[config.mk]
export PLATFORM = sky130hd
export DESIGN_NAME = ring_buffer_span_manager
export DESIGN_NICKNAME = d
export VERILOG_FILES = /design/src/design/rbsm_pkg.sv /design/src/design/rbsm_span_calc.sv /design/src/design/ring_buffer_span_manager.sv
export SDC_FILE = /design/constraint.sdc
export NUM_CORES = 1
export LEC_CHECK = 0
export ABC_CLOCK_PERIOD_IN_PS = 13160
export BUFFER_PORTS_ARGS = -buffer_cell sky130_fd_sc_hd__buf_2
export CAP_MARGIN = 40
export CORE_MARGIN = 2
export CORE_UTILIZATION = 40
export CTS_BUF_LIST = sky130_fd_sc_hd__clkbuf_8
export DETAILED_ROUTE_END_ITERATION = 16
export GPL_TIMING_DRIVEN = 0
export HOLD_SLACK_MARGIN = 0.05
export PLACE_DENSITY = 0.62
export SYNTH_ARGS = -nofsm -noshare
export SYNTH_HDL_FRONTEND = slang
export SYNTH_SLANG_ARGS = --single-unit
[constraint.sdc]
create_clock -name aclk -period 13.16 [get_ports aclk]
set_input_delay 1.974 -clock aclk [delete_from_list [all_inputs] [get_ports aclk]]
set_output_delay 1.974 -clock aclk [all_outputs]
set_load 0.02 [all_outputs]
[src/design/rbsm_pkg.sv]
// Shared types and constants for the ring buffer span manager.
package rbsm_pkg;

    localparam int MAX_DEPTH = 4096;
    localparam int IDX_W     = $clog2(MAX_DEPTH);
    localparam int LEN_W     = $clog2(MAX_DEPTH + 1);
    localparam int KIND_W    = 2;
    localparam int IN_DATA_W  = ((LEN_W + 7) / 8) * 8;
    localparam int OUT_BITS   = IDX_W + LEN_W;
    localparam int OUT_DATA_W = ((OUT_BITS + 7) / 8) * 8;

    localparam logic [LEN_W-1:0] CAP_MAX   = LEN_W'(MAX_DEPTH);
    localparam logic [LEN_W-1:0] CAP_RESET = LEN_W'(MAX_DEPTH);

    typedef enum logic [KIND_W-1:0] {
        KIND_RESERVE = 2'd0,
        KIND_REWIND  = 2'd1,
        KIND_READ    = 2'd2
    } kind_t;

    typedef struct packed {
        logic [IDX_W-1:0] read_head;
        logic [LEN_W-1:0] held_count;
    } ring_state_t;

    typedef struct packed {
        kind_t            kind;
        logic [LEN_W-1:0] request_length;
    } request_t;

    typedef struct packed {
        logic [IDX_W-1:0] start_index;
        logic [LEN_W-1:0] granted_length;
        logic             error;
    } result_t;

endpackage

[src/design/rbsm_span_calc.sv]
// Span arithmetic: grant, start offset and next ring state for one word.
module rbsm_span_calc (
    input  logic [rbsm_pkg::LEN_W-1:0] capacity,
    input  rbsm_pkg::ring_state_t      cur_state,
    input  rbsm_pkg::request_t         req,
    output rbsm_pkg::ring_state_t      next_state,
    output rbsm_pkg::result_t          result
);

    localparam int IW = rbsm_pkg::IDX_W;
    localparam int LW = rbsm_pkg::LEN_W;

    logic [LW-1:0] rh_ext;
    logic [LW-1:0] wh_sum;
    logic          wh_wraps;
    logic [LW-1:0] wh_ext;
    logic [LW-1:0] wr_run;
    logic [LW-1:0] rd_run;
    logic [LW-1:0] wr_grant;
    logic [LW-1:0] rd_grant;
    logic [LW-1:0] rh_sum;
    logic [LW-1:0] rh_new;

    always_comb begin
        rh_ext   = {1'b0, cur_state.read_head};
        wh_sum   = rh_ext + cur_state.held_count;
        wh_wraps = (wh_sum >= capacity);
        wh_ext   = wh_wraps ? (wh_sum - capacity) : wh_sum;

        if (cur_state.held_count >= capacity) begin
            wr_run = '0;
        end else if (wh_ext >= rh_ext) begin
            wr_run = capacity - wh_ext;
        end else begin
            wr_run = rh_ext - wh_ext;
        end
        wr_grant = (req.request_length < wr_run) ? req.request_length : wr_run;

        rd_run   = wh_wraps ? (capacity - rh_ext) : cur_state.held_count;
        rd_grant = (req.request_length < rd_run) ? req.request_length : rd_run;
        rh_sum   = rh_ext + rd_grant;
        rh_new   = (rh_sum >= capacity) ? (rh_sum - capacity) : rh_sum;
    end

    always_comb begin
        next_state = cur_state;
        result     = '0;
        case (req.kind)
            rbsm_pkg::KIND_RESERVE: begin
                result.start_index    = wh_ext[IW-1:0];
                result.granted_length = wr_grant;
                next_state.held_count = cur_state.held_count + wr_grant;
            end
            rbsm_pkg::KIND_REWIND: begin
                if (req.request_length > cur_state.held_count) begin
                    result.error = 1'b1;
                end else begin
                    result.granted_length = req.request_length;
                    next_state.held_count = cur_state.held_count - req.request_length;
                end
            end
            rbsm_pkg::KIND_READ: begin
                result.start_index    = cur_state.read_head;
                result.granted_length = rd_grant;
                next_state.read_head  = rh_new[IW-1:0];
                next_state.held_count = cur_state.held_count - rd_grant;
            end
            default: begin
                next_state = cur_state;
                result     = '0;
            end
        endcase
    end

endmodule

[src/design/ring_buffer_span_manager.sv]
// Top level: ring buffer span manager with input and result registers.
// An accepted word waits in the input register; its result is loaded into the result register, which drives m_tvalid.
// Throughput: one word per cycle; the input register advances whenever the
// result register is empty or being taken.
// Reset (aresetn low, synchronous): capacity 4096, read head and held count 0,
// both stages empty. A capacity write empties the ring.
module ring_buffer_span_manager (
    input  logic                                aclk,
    input  logic                                aresetn,
    input  logic                                cfg_valid,
    output logic                                cfg_ready,
    input  logic [rbsm_pkg::LEN_W-1:0]          cfg_data,   // capacity
    input  logic                                s_tvalid,
    output logic                                s_tready,
    input  logic [rbsm_pkg::IN_DATA_W-1:0]      s_tdata,    // request_length, zero fill
    input  logic [rbsm_pkg::KIND_W-1:0]         s_tuser,    // kind
    output logic                                m_tvalid,
    input  logic                                m_tready,
    output logic [rbsm_pkg::OUT_DATA_W-1:0]     m_tdata,    // start_index, granted_length, zero fill
    output logic                                m_tuser     // error
);

    localparam int LW = rbsm_pkg::LEN_W;

    logic [LW-1:0]          capacity_reg;
    logic [LW-1:0]          capacity_next;
    rbsm_pkg::ring_state_t  state_reg;
    rbsm_pkg::ring_state_t  state_next;
    rbsm_pkg::request_t     req_reg;
    logic                   in_valid_reg;
    rbsm_pkg::result_t      result_reg;
    rbsm_pkg::result_t      calc_result;
    logic                   out_valid_reg;
    logic                   out_load;
    logic                   advance;
    logic                   s_accept;
    logic                   cfg_write;

    assign cfg_ready = 1'b1;
    assign cfg_write = cfg_valid & cfg_ready;

    assign out_load = ~out_valid_reg | m_tready;
    assign advance  = in_valid_reg & out_load;
    assign s_tready = ~in_valid_reg | advance;
    assign s_accept = s_tvalid & s_tready;

    always_comb begin
        if (cfg_data == '0) begin
            capacity_next = LW'(1);
        end else if (cfg_data > rbsm_pkg::CAP_MAX) begin
            capacity_next = rbsm_pkg::CAP_MAX;
        end else begin
            capacity_next = cfg_data;
        end
    end

    rbsm_span_calc u_calc (
        .capacity   (capacity_reg),
        .cur_state  (state_reg),
        .req        (req_reg),
        .next_state (state_next),
        .result     (calc_result)
    );

    always_ff @(posedge aclk) begin
        if (!aresetn) begin
            capacity_reg  <= rbsm_pkg::CAP_RESET;
            state_reg     <= '0;
            in_valid_reg  <= 1'b0;
            out_valid_reg <= 1'b0;
        end else begin
            if (cfg_write) begin
                capacity_reg <= capacity_next;
                state_reg    <= '0;
            end else if (advance) begin
                state_reg <= state_next;
            end
            if (s_accept) begin
                in_valid_reg <= 1'b1;
            end else if (advance) begin
                in_valid_reg <= 1'b0;
            end
            if (out_load) begin
                out_valid_reg <= advance;
            end
        end
    end

    always_ff @(posedge aclk) begin
        if (s_accept) begin
            req_reg.kind           <= rbsm_pkg::kind_t'(s_tuser);
            req_reg.request_length <= s_tdata[LW-1:0];
        end
        if (advance) begin
            result_reg <= calc_result;
        end
    end

    assign m_tvalid = out_valid_reg;
    assign m_tdata  = rbsm_pkg::OUT_DATA_W'({result_reg.granted_length,
                                             result_reg.start_index});
    assign m_tuser  = result_reg.error;

    a_held_le_cap: assert property (@(posedge aclk) disable iff (!aresetn)
        state_reg.held_count <= capacity_reg)
        else $error("held count exceeds capacity");

    a_head_lt_cap: assert property (@(posedge aclk) disable iff (!aresetn)
        {1'b0, state_reg.read_head} < capacity_reg)
        else $error("read head outside ring");

    a_err_no_grant: assert property (@(posedge aclk) disable iff (!aresetn)
        out_valid_reg && result_reg.error |-> result_reg.granted_length == '0)
        else $error("error word carries a grant");

    a_cfg_empties: assert property (@(posedge aclk) disable iff (!aresetn)
        cfg_write |=> state_reg.held_count == '0 && state_reg.read_head == '0)
        else $error("capacity write did not empty ring");

endmodule
### After elaboration in Yosys (flattened, before gate mapping)

Index checks and enable logic that the tools add are counted.

* add/subtract/negate cells: 10
* $lt $le $gt $ge: 8
* eq/ne operators: 3
* multiplexer cells: 17
* bitwise operators: 7
* reduce and logical (&&, ||, !) cells: 7

Operator list (count)
* $mux 13: 10
* $pmux 13 s3: 2
* $sub 13x13->13: 4
* $ge 13x13->1: 3
* $add 12x13->13: 2
* $lt 13x13->1: 2
* $pmux 12 s2: 1
* $add 13x13->13: 1
* $ge 13x12->1: 1
* $gt 13x13->1: 1
* $gt 13x13->1 const B: 1
* $logic_not 13->1: 1
* $sub 12x13->13: 1
* $sub 13x12->13: 1
* $mux 12: 1
* $sub 12x12->12: 1
* $mux 1: 3
* $not 1->1: 3
* $reduce_and 3->1: 1
* $reduce_bool 3->1: 1
* $and 1x1->1: 2
* $eq 2x1->1 const B: 1
* $eq 2x2->1 const B: 1
* $logic_not 2->1: 1
* other kinds (5): 6

* register bits: 81
* input bits: 36

### Longest topological paths before layout

Gate-level depths: netlist (run 1).

* depth in word-level cells: 10
* depth in mapped cells: 67

### By module

Synthesis (run 1) repeated with hierarchy kept, for this count alone.

* cells, all modules: 1467
* area total of the unflattened synthesis: 11394.7 sq um

Modules (own cells, without submodules)
* rbsm_span_calc: instances 1, cells each 1238, area each 8540.7 sq um
* ring_buffer_span_manager: instances 1, cells each 229, area each 2854.0 sq um

### Worst setup path after synthesis (run 1)

No wires, ideal clock.

* path type: register to register
* start point: register state_reg[14] in the netlist's numbering
* end point: register state_reg[12] in the netlist's numbering
* library setup time: 122 ps
* data arrival time: 11737 ps
* path slack: 1301 ps
* stages on the path, launching flop included: 67
* period minus slack after synthesis: 11859 ps
* cell sequence: dfxtp_1 > clkbuf_1 > inv_1 > fa_1 > nand2b_1 > a21oi_1 > nor2_1 > o21ai_1 > a21o_1 > a21oi_1 > xnor2_1 > ha_1 > nand4_2 > nor3_2 > a21bo_2 > nand3_4 > buf_2 > buf_1 > [31 not listed] > a21boi_0 > ha_1 > nand2_1 > nand2_1 > a21oi_1 > o21ai_0 > a21oi_1 > nand2b_1 > a21boi_0 > o21ai_0 > nand2b_1 > a21oi_1 > o21bai_1 > a21oi_1 > xor2_1 > nand4_1 > and2_0 > a311o_1

* word-level cells in the longest chain between the ends: 10
* elaborated cells on any way between the ends: 18
* those cells by class: add/sub (7); order compare (4); mux (7)

RTL lines
* start: declaration: RTL line ring_buffer_span_manager.sv:27 `rbsm_pkg::ring_state_t state_reg;`
* start signal: assignment: RTL line ring_buffer_span_manager.sv:76 `state_reg <= state_next;`
* $add 12x13->13: RTL line rbsm_span_calc.sv:26 `wh_sum = rh_ext + cur_state.held_count;`
* $sub 13x13->13 / $ge 13x13->1 (equally long branches): RTL line rbsm_span_calc.sv:28, rbsm_span_calc.sv:27
* $mux 13: RTL line rbsm_span_calc.sv:28 `wh_ext = wh_wraps ? (wh_sum - capacity) : wh_sum;`
* $sub 12x13->13 (tied with other cells): RTL line rbsm_span_calc.sv:35 `wr_run = rh_ext - wh_ext;`
* $mux 13: RTL line rbsm_span_calc.sv:32 `end else if (wh_ext >= rh_ext) begin`
* $mux 13: RTL line rbsm_span_calc.sv:30 `if (cur_state.held_count >= capacity) begin`
* $lt 13x13->1: RTL line rbsm_span_calc.sv:37 `wr_grant = (req.request_length < wr_run) ? req.request_length : wr_run;`
* $mux 13: RTL line rbsm_span_calc.sv:37
* $add 13x13->13: RTL line rbsm_span_calc.sv:52 `next_state.held_count = cur_state.held_count + wr_grant;`
* $pmux 13 s3 (*): RTL line rbsm_span_calc.sv:48 `case (req.kind)`

Every way passes the cells marked *; elsewhere a longest branch is shown, timed or not.
A chain may end at the register's enable or synchronous reset.

### Final worst setup path (run 1)

* start point: register state_reg[18] in the netlist's numbering
* end point: register state_reg[12] in the netlist's numbering

Same word-level chain as after synthesis.

==> impl_metrics.json, run 1 <==
{
  "status": "complete, no violations",
  "timing.fmax_ghz": 0.0802,
  "h-tree-depth": 3,
  "root_buffer": "clkbuf_8",
  "period_share_pct": 94.8,
  "gp_congestion": 1.03,
  "path_class": "register to register",
  "hp-class": "register to register",
  "drc": 0,
  "coreArea_um2": 26700,
  "grt_usage_pct": 26.2,
  "drt-wirelength-per-cell_um": 20.4,
  "switching_share_pct": 51.0,
  "crit_slowest_cell": "dfxtp_1",
  "seqPwrFrac_pct": 14.0,
  "ant_nets": 0,
  "vias": 10900,
  "p_leak_nw": 5.33,
  "crit_arrival_ns": 12.76,
  "grt_antenna_before_repair": 0,
  "worst_setup_path_start_kind": "register",
  "clkTransAtPathRegs_ns": 0.11,
  "irDropWorstVdd_v": 0.0000959,
  "synth_async_sr_flop_share_pct": 0,
  "syn2layout_area_growth_pct": 13.1,
  "finalWorstSetupSlack_ns": 0.686,
  "pwr-share-clk_pct": 10.6,
  "final-max-slew-violation-count": 0,
  "finClkSkew_ns": 0.0177,
  "p_int_mw": 1.06,
  "dieArea_um2": 28400,
  "multi_input_area_um2": 8280,
  "grt_pass1_wl_mm": 56.9,
  "pre_cts_ws_ns": -1.51,
  "gr-total-overflow": 0,
  "cellPowerDensity_nw_per_um2": 177,
  "cts.path.max_buffers": 2,
  "die_width_um": 168,
  "start_util_pct": 40.4,
  "clk_latency_ns": 0.40,
  "fill_cells": 2688,
  "synth_flop_cell": "edfxtp_1",
  "yosysWarnings": 0,
  "avgSynthCellArea_um2": 7.73,
  "synth_edf_count": 41,
  "end_kind": "register",
  "slew_headroom_pct": 30.5,
  "ys_ff_latch": 81,
  "cp.required_ns": 13.45,
  "drt-total-wl_mm": 37.4,
  "layout_commonest_cell": "nor2_1",
  "numClockSinks": 81,
  "insertedDiodeCount": 0,
  "max_cap_violations": 0,
  "syn_area_um2": 10800,
  "seq_area_um2": 2050,
  "comb_power_share_pct": 75.4,
  "final_cell_mix": "147 x nor2_1, 134 x ha_1, 113 x inv_1, 112 x a21oi_1, 106 x nand2_1",
  "fin_setup_tns_ns": 0,
  "cpPeakStageDelay_ns": 0.68,
  "portBuffers": 59,
  "cts_tree": "done",
  "synthCells": 1398,
  "switching_power_mw": 1.11,
  "ios": 72,
  "final-hold-violation-count": 0,
  "grt_pass1_vias": 10300,
  "yosysSeqAreaShare_pct": 18.8,
  "cts_buffers": 9,
  "worst_pin_slew_ns": 1.04,
  "dr.first_iter.drc_count": 957,
  "first_pass_iters": 6,
  "die_h_um": 168,
  "cp_max_fo": 10,
  "rows": 60,
  "dpl.hpwl_mm": 30.2,
  "drive_gt1_share_pct": 13.0,
  "setup_viol": 0,
  "synth_cell_types": 100,
  "nets": 1673,
  "grt_max_degree": 20,
  "min_period_ns": 12.47,
  "post_drt_via_cell_ratio": 5.92,
  "postLayoutCoreUtil_pct": 45.7
}
## power groups by stage
stage / clock, mW / sequential, mW / combinational (mW)
after CTS: 0.232 / 0.303 / 1.54
final: 0.230 / 0.303 / 1.63
after detailed placement: 0 / 0.308 / 1.51
after floorplan: 0 / 0.309 / 1.15
after global routing: 0.241 / 0.304 / 1.80
after global placement: 0 / 0.308 / 1.49
## through the flow
| step | instance area [um2] | total power [mW] | hold slack, ns | std cells |
|---|---|---|---|---|
| after detailed placement | 11600 | 1.82 | 0.518 | 1807 |
| after CTS | 11900 | 2.07 | 0.545 | 1823 |
| after floorplan | 10800 | 1.46 | 0.486 | 1404 |
| after global routing | 12200 | 2.35 | 0.589 | 1835 |
| final | 12200 | 2.17 | 0.538 | 1835 |
| after global placement | 11600 | 1.80 | 0.507 | 1804 |
## kinds of logic after synthesis
logic type,share of synthesized area [%]
compound gates,26.9
buf+inv,6.92
simple gates,18.8
other cells,0.0695
fa+ha+maj,17.9
xor+xnor,6.93
mux,3.67
flops,18.8
## worst paths after layout
kind / end / cells after the start / from / slack, ns
worst min-delay path: m_tvalid / 1 / in_valid_reg / 0.54
worst max-delay path: state_reg[12] / 62 / state_reg[18] / 0.69
worst min register to register: m_tvalid / 1 / in_valid_reg / 0.54
worst max register to register: state_reg[12] / 62 / state_reg[18] / 0.69
## repair_timing
action	in CTS	in global routing
endpoints found under the hold margin	0	0
setup buffers	3	12
pin swaps	3	19
hold buffers	0	0
setup endpoints to repair	7	5
resized for setup	31	50
## synth_stat cells (11+ instances only)
master | number | share of area, %
nand4_1 | 14 | 0.81
nor3_1 | 16 | 0.74
a31oi_1 | 20 | 1.2
ha_1 | 141 | 16
nor2b_1 | 15 | 0.87
nand3_1 | 18 | 0.83
a211oi_1 | 27 | 1.9
a21oi_1 | 119 | 5.5
a21o_1 | 40 | 2.8
xnor2_1 | 59 | 4.8
inv_1 | 114 | 4.0
dfxtp_1 | 40 | 7.4
nand2_1 | 106 | 3.7
o21bai_1 | 11 | 0.76
nor2_1 | 148 | 5.1
o21a_1 | 15 | 1.0
o22ai_1 | 11 | 0.64
mux2i_1 | 30 | 2.8
o21ai_0 | 101 | 4.7
nand2b_1 | 25 | 1.4
edfxtp_1 | 41 | 11
a21boi_0 | 26 | 1.8
and2_1 | 15 | 0.87
o31ai_1 | 11 | 0.76
xor2_1 | 24 | 1.9
clkbuf_1 | 41 | 1.4
## critical path, delay by kind of cell (launching register included)
kind	cells	cell delay [ns]
AOI/OAI and AO/OA	22	3.72
and+or+nand+nor	21	3.65
adders and majority gates	6	1.94
buffers and inverters	8	1.19
DFF	1	0.68
muxes	2	0.58
xor gates and xnor gates	3	0.57
## area by class of cell
type / instances / share of cell area [%]
buffer: 60 / 2.76
sequential: 81 / 16.8
tap: 341 / 3.49
clock buffer: 9 / 1.01
multi-input combinational: 1144 / 67.7
inverter: 116 / 3.59
timing repair buffer: 77 / 3.73
clock inverter: 7 / 0.901
## metal layers
layer | track usage, % | share of wire (%) | up-vias
met3 | 4.89 | 8.6 | 106
met4 | 11.2 | 4.7 | 0
met2 | 41.7 | 44 | 455
met1 | 34.7 | 43 | 5062
met5 | 0 | 0 | -
li1 | - | - | 5233
No activity file was read; power rests on OpenSTA's default activity.
==> inputs of run 2 (changes only) <==
CORE_UTILIZATION = 35   (was 40)
PLACE_DENSITY = 0.56   (was 0.62)
==> run 2 against run 1 <==
  * Non-clock buffer count shrank 6
  * Critical path depth up 2
  * Clock power about the same
  * Clock skew up 0.00070 ns
  * Worst hold slack improved by 0.0049 ns
  * Via count unchanged
  * Design area is essentially flat
  * Fmax shrank 0.66%
  * Largest power group unchanged
==> impl_metrics.json, run 2 (synthesis results as in run 1) <==
{
  "status": "complete, no violations",
  "grt_max_degree": 20,
  "path_common_cell": "a21o_1",
  "setup_viol": 0,
  "worst_pin_slew_ns": 1.07,
  "die_h_um": 180,
  "cpPeakStageDelay_ns": 0.47,
  "fill_cells": 3150,
  "vias": 10900,
  "final_cell_mix": "147 x nor2_1, 136 x ha_1, 112 x inv_1, 110 x a21oi_1, 106 x nand2_1",
  "max_cap_violations": 0,
  "cp_max_fo": 19,
  "dpl.hpwl_mm": 32.1,
  "ant_nets": 0,
  "period_share_pct": 95.4,
  "root_buffer": "clkbuf_8",
  "switching_share_pct": 51.7,
  "first_pass_iters": 6,
  "portBuffers": 59,
  "irDropWorstVdd_v": 0.0000892,
  "syn2layout_area_growth_pct": 13.1,
  "gp_congestion": 0.947,
  "grt_pass1_vias": 10100,
  "drt-wirelength-per-cell_um": 21.0,
  "switching_power_mw": 1.14,
  "dpl_cell_area_um2": 11700,
  "grt_usage_pct": 24.0,
  "insertedDiodeCount": 0,
  "p_total_mw": 2.20,
  "crit_arrival_ns": 12.85,
  "pwr-share-clk_pct": 10.6,
  "rows": 64,
  "dieArea_um2": 32300,
  "gr-total-overflow": 0,
  "start_util_pct": 35.4,
  "cts.path.max_buffers": 2,
  "crit_slowest_cell": "a2111oi_0",
  "final-hold-violation-count": 0,
  "p_int_mw": 1.06,
  "drive_gt1_share_pct": 13.0,
  "h-tree-depth": 3,
  "seqPwrFrac_pct": 13.8,
  "rsz0062_at_grt": "yes",
  "design_area_um2": 12200,
  "nets": 1667,
  "min_period_ns": 12.56,
  "path_class": "register to register",
  "finClkSkew_ns": 0.0185,
  "numClockSinks": 81,
  "slew_headroom_pct": 28.4,
  "ios": 72,
  "cts_tree": "done",
  "coreArea_um2": 30500,
  "timing.fmax_ghz": 0.0796,
  "dr.first_iter.drc_count": 1010,
  "grt_pass1_wl_mm": 60.1,
  "clk_latency_ns": 0.40,
  "cp.required_ns": 13.45,
  "drt-total-wl_mm": 39.5,
  "fin_cells": 1884,
  "seq_area_um2": 2060,
  "multi_input_area_um2": 8250,
  "cellPowerDensity_nw_per_um2": 180,
  "place_inst": 1862,
  "hold_buffers": 0,
  "clkTransAtPathRegs_ns": 0.11,
  "grt_antenna_before_repair": 0,
  "end_kind": "register",
  "p_leak_nw": 5.31,
  "fin_setup_tns_ns": 0,
  "hp-class": "register to register",
  "layout_commonest_cell": "nor2_1",
  "cts_buffers": 9,
  "final-max-slew-violation-count": 0,
  "post_drt_via_cell_ratio": 5.76,
  "worst_setup_path_start_kind": "register",
  "drc": 0,
  "comb_power_share_pct": 75.6,
  "die_width_um": 180
}
run 2: worst max-delay path: cells and delay by family, from the launching register on:
family,cells,cell delay [ns]
AO/OA/AOI/OAI,29,5.65
AND/OR/NAND/NOR,17,2.33
adder cells (fa/ha/maj),6,1.69
buffers and inverters,6,0.99
XOR/XNOR,4,0.80
multiplexers,2,0.55
flip-flops,1,0.40
run 2: worst paths after layout:
kind                startpoint       endpoint  slack, ns  cells past startpoint
setup / recovery  state_reg[2]  state_reg[12]       0.60                     64
hold / removal    in_valid_reg       m_tvalid       0.54                      1
setup reg to reg  state_reg[2]  state_reg[12]       0.60                     64
hold reg to reg   in_valid_reg       m_tvalid       0.54                      1
run 2: metal layers:
| layer | track usage, % | vias to the layer above | wire length, um |
|---|---|---|---|
| li1 | - | 5224 | - |
| met1 | 33.5 | 5126 | 17900 |
| met2 | 38.9 | 444 | 17800 |
| met3 | 2.80 | 62 | 2660 |
| met4 | 7.06 | 0 | 1120 |
| met5 | 0 | - | 0 |
run 2: timing repair:
item / CTS / global route
endpoints found under the setup margin: 10 / 5
pin swaps: 3 / 18
hold endpoints to repair: 0 / 0
setup buffers: 3 / 7
gates cloned: 0 / 0
resized for setup: 41 / 39
run 2: per-stage QoR:
step	setup WS (ns)	util (%)	hold slack [ns]
after global placement	-1.98	38.1	0.501
after detailed placement	-2.01	38.3	0.522
after global routing	-0.0259	40.1	0.575
final	0.604	40.1	0.543
after CTS	0.0616	39.4	0.542
after floorplan	1.30	-	0.486
run 2: cell type report:
type                    count  share of cell area, %
plain buffers              59                   2.69
clock inverters             7                  0.880
multi-input cells        1144                   67.5
repair buffers             72                   3.42
clock buffers               9                   1.01
well taps                 396                   4.05
inverters                 116                   3.59
flip-flops and latches     81                   16.9
run 2: power by group through the flow:
stage                     Combinational, mW  Sequential [mW]  Clock, mW
final                                  1.66            0.303      0.233
after global routing                   1.82            0.304      0.246
after CTS                              1.57            0.303      0.237
after detailed placement               1.53            0.309          0
after global placement                 1.52            0.309          0
after floorplan                        1.15            0.309          0
